### src/hdl/nps_pkg.sv
`default_nettype none

package nps_pkg;

	// Table sizing
	localparam int MAX_NODES = 1024;
	localparam int ADDR_W    = $clog2(MAX_NODES);
	localparam int CNT_W     = $clog2(MAX_NODES + 1);
	localparam int IDX_W     = 10;

	// Datapath widths
	localparam int COORD_W = 16;
	localparam int DIFF_W  = COORD_W + 1;
	localparam int SQ_W    = 2 * COORD_W + 1;
	localparam int DIST_W  = SQ_W + 1;

	// Operation codes
	localparam logic [1:0] OP_INSERT = 2'd0;
	localparam logic [1:0] OP_QUERY  = 2'd1;
	localparam logic [1:0] OP_CLEAR  = 2'd2;

	// Status codes
	localparam logic [1:0] ST_OK    = 2'd0;
	localparam logic [1:0] ST_EMPTY = 2'd1;
	localparam logic [1:0] ST_FULL  = 2'd2;

	typedef struct packed {
		logic [1:0]                op;
		logic signed [COORD_W-1:0] pos_x;
		logic signed [COORD_W-1:0] pos_y;
		logic signed [COORD_W-1:0] heading;
	} req_t;

	typedef struct packed {
		logic [IDX_W-1:0] node_index;
		logic [1:0]       status;
	} rsp_t;

	// One stored table entry
	typedef struct packed {
		logic signed [COORD_W-1:0] x;
		logic signed [COORD_W-1:0] y;
		logic signed [COORD_W-1:0] h;
	} pose_t;

	localparam int POSE_W = $bits(pose_t);

	// Tag that follows a table read through the distance pipe
	typedef struct packed {
		logic              valid;
		logic              last;
		logic [ADDR_W-1:0] idx;
	} scan_tag_t;

	// Distance pipe output
	typedef struct packed {
		logic              valid;
		logic              last;
		logic [ADDR_W-1:0] idx;
		logic [DIST_W-1:0] dist_sq;
	} dist_res_t;

endpackage

`default_nettype wire

### src/hdl/nps_dist.sv
`default_nettype none

module nps_dist
	import nps_pkg::*;
(
	input  wire logic      clk,
	input  wire logic      arst_n,
	input  scan_tag_t      tag,
	input  pose_t          rdata,
	input  pose_t          qry,
	output dist_res_t      res
);

	scan_tag_t tag_s1, tag_s2, tag_s3, tag_s4;
	logic signed [DIFF_W-1:0] dx_s2, dy_s2, dh_s2;
	logic [SQ_W-1:0]          sx_s3, sy_s3, sh_s3;
	logic signed [DIFF_W-1:0] dx, dy, dh;
	logic signed [2*DIFF_W-1:0] px, py, ph;
	logic [DIST_W-1:0]        sum_s4;

	// Differences against the query
	assign dx = DIFF_W'(rdata.x) - DIFF_W'(qry.x);
	assign dy = DIFF_W'(rdata.y) - DIFF_W'(qry.y);
	assign dh = DIFF_W'(rdata.h) - DIFF_W'(qry.h);

	// Squares, never negative
	assign px = dx_s2 * dx_s2;
	assign py = dy_s2 * dy_s2;
	assign ph = dh_s2 * dh_s2;

	// Tag pipe: s1 lines up with RAM read data
	always_ff @(posedge clk or negedge arst_n) begin
		if (!arst_n) begin
			tag_s1 <= '0;
			tag_s2 <= '0;
			tag_s3 <= '0;
			tag_s4 <= '0;
		end else begin
			tag_s1 <= tag;
			tag_s2 <= tag_s1;
			tag_s3 <= tag_s2;
			tag_s4 <= tag_s3;
		end
	end

	// Data pipe: diff, square, sum
	always_ff @(posedge clk) begin
		dx_s2  <= dx;
		dy_s2  <= dy;
		dh_s2  <= dh;
		sx_s3  <= px[SQ_W-1:0];
		sy_s3  <= py[SQ_W-1:0];
		sh_s3  <= ph[SQ_W-1:0];
		sum_s4 <= DIST_W'(sx_s3) + DIST_W'(sy_s3) + DIST_W'(sh_s3);
	end

	assign res = '{valid: tag_s4.valid, last: tag_s4.last, idx: tag_s4.idx, dist_sq: sum_s4};

endmodule

`default_nettype wire

### config.mk
export PLATFORM = sky130hd
export DESIGN_NAME = nps_dist
export DESIGN_NICKNAME = d
export VERILOG_FILES = /design/src/hdl/nps_pkg.sv /design/src/hdl/nps_dist.sv
export SDC_FILE = /design/constraint.sdc
export NUM_CORES = 2
export LEC_CHECK = 0
export BUFFER_PORTS_ARGS = -buffer_cell sky130_fd_sc_hd__clkbuf_2
export CAP_MARGIN = 20
export CORE_MARGIN = 3
export CORE_UTILIZATION = 35
export CTS_CLUSTER_SIZE = 14
export DETAILED_ROUTE_END_ITERATION = 7
export PLACE_DENSITY = 0.6
export SLEW_MARGIN = 25
export SYNTH_ARGS = -nofsm -noshare
export SYNTH_HDL_FRONTEND = slang
export SYNTH_SLANG_ARGS = --single-unit
export TNS_END_PERCENT = 20
### constraint.sdc
create_clock -name clk -period 6 [get_ports clk]
set_input_delay 0.3 -clock clk [delete_from_list [all_inputs] [get_ports clk]]
set_output_delay 0.3 -clock clk [all_outputs]
set_load 0.005 [all_outputs]
# After elaboration in Yosys (flattened, before gate mapping)
# Index checks and enable logic that the tools add are counted.
[classes] addsub=5 n_mul=3
[ops] operator="$mul 17x17->33" count=3
[ops] operator="$sub 16x16->17" count=3
[ops] operator="$add 33x33->34" count=1
[ops] operator="$add 34x33->34" count=1
[word_totals] register_bits=232 in_bits=110 output_inout_bits=46

# Longest topological paths before layout
[depth] depth_word=2 ltp_mapped=26 ltp_nobuf=25

# Least setup slack after synthesis
# OpenSTA, ideal clock, no wires.
[synth_timing] path_kind="reg-to-reg" start="register dh_s2[2]" end="register sh_s3[32]" arrival_time_ns=6.246 slack_ns=-0.319 stages_incl_launch_ff=25 n_path_buf=2 path_cell_list="dfxtp_1 clkbuf_1 clkbuf_1 nand2_1 fa_1 inv_1 fa_1 inv_1 fa_1 inv_1 fa_1 fa_1 inv_1 fa_1 inv_1 ha_1 and3_4 a221o_1 a31oi_1 a21oi_2 a221o_2 a31oi_4 o21ai_2 a221oi_2 xnor2_1"
[synth_via] elab_chain_len=1
[synth_rtl] item="start: declaration" line="nps_dist.sv:15" text="logic signed [DIFF_W-1:0] dx_s2, dy_s2, dh_s2;"
[synth_rtl] item="start signal: assignment" line="nps_dist.sv:50" text="dh_s2 <= dh;"
[synth_rtl] item="$mul 17x17->33" line="nps_dist.sv:29" text="assign ph = dh_s2 * dh_s2;"
[synth_rtl] item="named net ph[32]" line="nps_dist.sv:18" text="logic signed [2*DIFF_W-1:0] px, py, ph;"
[synth_rtl] item="end signal: assignment" line="nps_dist.sv:53" text="sh_s3 <= ph[SQ_W-1:0];"
[synth_rtl] item="end: declaration" line="nps_dist.sv:16" text="logic [SQ_W-1:0] sx_s3, sy_s3, sh_s3;"
# The timed path passes the listed nets, and every way through them passes these cells.

# Worst setup path in the final report
[layout_timing] start="register dy_s2[4]" end="register sy_s3[32]"
[layout_via] elab_chain_len=1
[layout_rtl] item="start: declaration" line="nps_dist.sv:15"
[layout_rtl] item="start signal: assignment" line="nps_dist.sv:49" text="dy_s2 <= dy;"
[layout_rtl] item="$mul 17x17->33" line="nps_dist.sv:28" text="assign py = dy_s2 * dy_s2;"
[layout_rtl] item="named net py[32]" line="nps_dist.sv:18"
[layout_rtl] item="end signal: assignment" line="nps_dist.sv:52" text="sy_s3 <= py[SQ_W-1:0];"
[layout_rtl] item="end: declaration" line="nps_dist.sv:16"
# The timed path passes the listed nets, and every way through them passes these cells.

==> impl.org <==
** Run status
- Run status :: finished clean

** Cells and area
- Synth-to-layout area growth :: 17.9%
- Cells with a size suffix above 1 make up 16.2% of the layout.
- Once layout is complete, the utilization of the core stands at 41.7%.
- After the last flow step, the layout net total stands at 5652.
- The repair_antennas step left the layout with diodes totalling 0.
- After routing the design area is 0.0447 sq mm.

** Detailed routing
- In the routed design, unresolved DRC markers number 0.
- Count of routing violations after the opening detailed-route iteration :: ~1000
- Number of vias in the routed layout :: 26000
- After detailed routing, the number of vias per cell comes to about 4.5.
- Dividing the detail-routed wire length by the instance count gives 14.3 um.
- Wire length reported by the detailed router :: 83.2 mm
- The count of nets left with antenna violations once routing finished came out at 0.
- First-pass DRT Iterations :: 5

** Placement
- Routability Congestion :: 0.872
- Detailed placer's ending HPWL :: 73.7 mm
- Buffers placed on the I/O ports in this run total between 150 and 200.
- Worst-case setup slack after placement :: -0.114 ns
- Once placement finished, the instance area stood at around 0.043 sq mm.

** Critical path
- The most numerous cell type found on the critical path is sky130_fd_sc_hd__fa_1.
- Critical path required time :: about 6.5 ns
- At the worst endpoint, the arrival time is ~6.4 ns.
- Together, buffers and inverters on the worst path number 5.
- R2R Setup Slk :: 0.05 ns
- The worst register-to-register path ends at sy_s3[32].
- Cell depth of the worst flop-to-flop path :: 23
- Crit. End Element :: flip-flop
- For this design, the slowest cell found on the critical path is sky130_fd_sc_hd__fa_1.
- Critical Setup Path Class :: flip-flop to flip-flop
- Worst path cell trace :: buf_4 -> buf_4 -> nand2_1 -> fa_1 -> fa_1 -> fa_1 -> inv_1 -> fa_1 -> fa_1 -> inv_1 -> fa_1 -> inv_1 -> ha_4 -> o211ai_1 -> a21o_1 -> nand2_1 -> o2111ai_4 -> a21bo_2 -> a31o_2 -> a21oi_2 -> o21ai_1 -> a21oi_1 -> a31oi_1
- STA classifies the critical path startpoint as a flip-flop.
- Top Family by Delay on Critical Path :: adder cells
- For this run, the slowest stage of the critical path takes around 0.56 ns.
- Along the worst path, the maximum fanout reaches 6.
- In this run the critical register-to-register path is launched from dy_s2[4].

** Synth
- Unique cell type count in the Yosys netlist :: 63
- Portion of synthesized cell area occupied by the leading cell type :: 43.2%
- Avg Synthesized Cell Area :: 9.68 sq um
- Counting instances in the post-synthesis netlist gives the leading cell types as sky130_fd_sc_hd__inv_1 (1120), sky130_fd_sc_hd__fa_1 (818), sky130_fd_sc_hd__ha_1 (343), sky130_fd_sc_hd__nand2_1 (271), sky130_fd_sc_hd__dfxtp_1 (181).
- The synthesized design contains 0 enable-type register cells.
- Among all cell types in the netlist, the one instantiated most often is sky130_fd_sc_hd__inv_1.
- The most used flip-flop cell after synthesis is sky130_fd_sc_hd__dfxtp_1.
- In the post-synthesis netlist, the biggest area contributors are sky130_fd_sc_hd__fa_1 (43%), sky130_fd_sc_hd__ha_1 (11%), sky130_fd_sc_hd__inv_1 (11%).
- Syn Std Cell Area :: 0.0379 sq mm
- Yosys reg bits :: ~230
- Yosys warns :: 0
- sky130_fd_sc_hd__fa_1 takes more of the synthesized area than any other cell.
- Register area share after synthesis :: 12.7%
- Gate Count Post-Synth :: 3915
- Share of synthesized registers carrying an async set or reset :: 21.0%

** STA
- Derived from the worst setup path, the maximum achievable clock frequency is 168 MHz.
- Relative slew margins :: between 40 and 50%
- Fin crit share :: between 90 and 100%
- Slew Limit Fails :: 0
- Clock period minus final worst setup slack :: 5.95 ns
- RSZ-0062 raised after global routing :: yes
- Final count of negative-setup-slack endpoints :: 0
- Smallest setup slack after layout :: 0.0493 ns
- The number of hold-slack violations in the final timing report was 0.
- For the final database, setup skew stands at between 0.02 and 0.025 ns.
- At the pin with the least slew margin, the transition time is around 0.76 ns.

** Die
- The floorplan has 120 rows.
- In this run the count of I/O pins placed on the die edge is approximately 160.
- Core box area :: 0.107 sq mm
- Effective utilization at floorplan :: 35.4%
- Overall die area :: approximately 0.11 sq mm
- The die is between 300 and 400 um wide.
- Die boundary height :: 335 um

** Min path
- The worst hold path was traced through 3 stages.
- The tightest min-delay check is of the primary input to flip-flop type.
- Min-Delay Endpoint :: dh_s2[1]
- Hold wc startpoint :: qry[1]

** GRT
- The first global-routing pass estimated roughly 140 mm of wire.
- Entering global routing, the biggest net connects 49 pins.
- Via count of the first global-routing pass :: 28300
- Global-route usage over all layers :: 15.4%
- Global routing finished with a remaining overflow of 0.
- Number of antenna violations at the first check in global routing :: 0

** Flow run
- Max-cap violations in this run came to 0.

** Clocking
- The clock passes through at most 3 buffers.
- Worst-path clk slew :: ~0.060 ns
- Clock tree synthesis inserted a total of 31 buffers.
- The clock net in this run drives a total of between 200 and 250 sinks.
- The clock reaches the later pin of the worst-skew pair after about 0.61 ns.
- Clock tree from TritonCTS :: built
- H-tree levels :: 1
- Cell chosen for the clock root :: sky130_fd_sc_hd__clkbuf_16
==> metal layers <==
metal  track usage, %  part of all wire (%)  vias to the layer above
met1             21.0                    45                    13000
met5                0                     0                        -
met4             2.45                   1.6                        0
li1                 -                     -                    12500
met3             1.83                   4.1                       75
met2             26.6                    49                      412
==> worst register-to-register path, delay by kind of cell (launching register included) <==
kind | cells | cell delay, ns
fa+ha+maj | 7 | 3.47
compound gates | 9 | 1.36
buf+inv | 5 | 0.46
flops | 1 | 0.32
simple gates | 2 | 0.20
==> worst max-delay path by stage <==
stage	slack, ns	startpoint	cells after the start	endpoint
floorplan	-0.06	dx_s2[16]	22	sx_s3[31]
finish	0.05	dy_s2[4]	23	sy_s3[32]
CTS	-0.03	dh_s2[7]	22	sh_s3[25]
global placement	-0.07	dy_s2[3]	24	sy_s3[31]
global route	-0.21	dy_s2[3]	23	sy_s3[26]
detailed placement	-0.11	dh_s2[8]	22	sh_s3[25]
==> kinds of logic after synthesis <==
group | share of synthesized area, %
adder cells (fa/ha/maj) | 54.5
AO/OA/AOI/OAI | 6.71
multiplexers | 0.116
XOR/XNOR | 4.62
AND/OR/NAND/NOR | 9.49
other | 0.00989
flip-flops | 12.7
buffers and inverters | 11.8
==> stage by stage <==
| stage | std cells | hold slack [ns] | setup TNS, ns |
|---|---|---|---|
| 6_report | 5809 | 0.0410 | 0 |
| 5_1_grt | 5809 | 0.0277 | -1.95 |
| 4_1_cts | 5802 | 0.00535 | -0.0593 |
| 3_5_place_dp | 5721 | 0.335 | -1.06 |
| 3_3_place_gp | 5721 | 0.331 | -0.167 |
| 2_1_floorplan | 3917 | 0.00441 | -0.151 |
==> flip-flops by register name, indices dropped and copies added (netlist names) <==
name    cells
dh_s2      17
sy_s3      32
tag_s3     12
tag_s2     12
res        12
sum_s4     34
dx_s2      17
tag_s1     12
sx_s3      32
sh_s3      32
dy_s2      17
==> placed cells by master, fill, tap and decap left out, drive strengths merged, types with 35 or more instances in the layout <==
cell type	count
dfrtp	48
o21ai	68
buf	328
xnor2	155
inv	1128
nor2b	54
nor2	138
nand2b	35
xor2	45
a21oi	119
and2	151
a21o	63
fa	818
ha	343
nand2	271
clkbuf	193
dfxtp	181
==> final cells by class <==
class                   instances  area, sq um
clock inverters                20          238
flip-flops and latches        229         4900
fillers                     10500        62500
repair buffers                503         3580
well taps                    1403         1760
multi-input cells            2496        29100
inverters                    1120         4210
clock buffers                  38          862
==> what timing repair did <==
item | in CTS | in global routing
pin swaps | 17 | 75
setup endpoints to repair | 21 | 32
resized for setup | 43 | 158
hold endpoints to repair | 66 | 0
buffers inserted | 3 | 7
hold buffers | 20 | 0
Power is not shown: default switching activity piles up to over one toggle a cycle in this logic, so the estimate is an artifact.
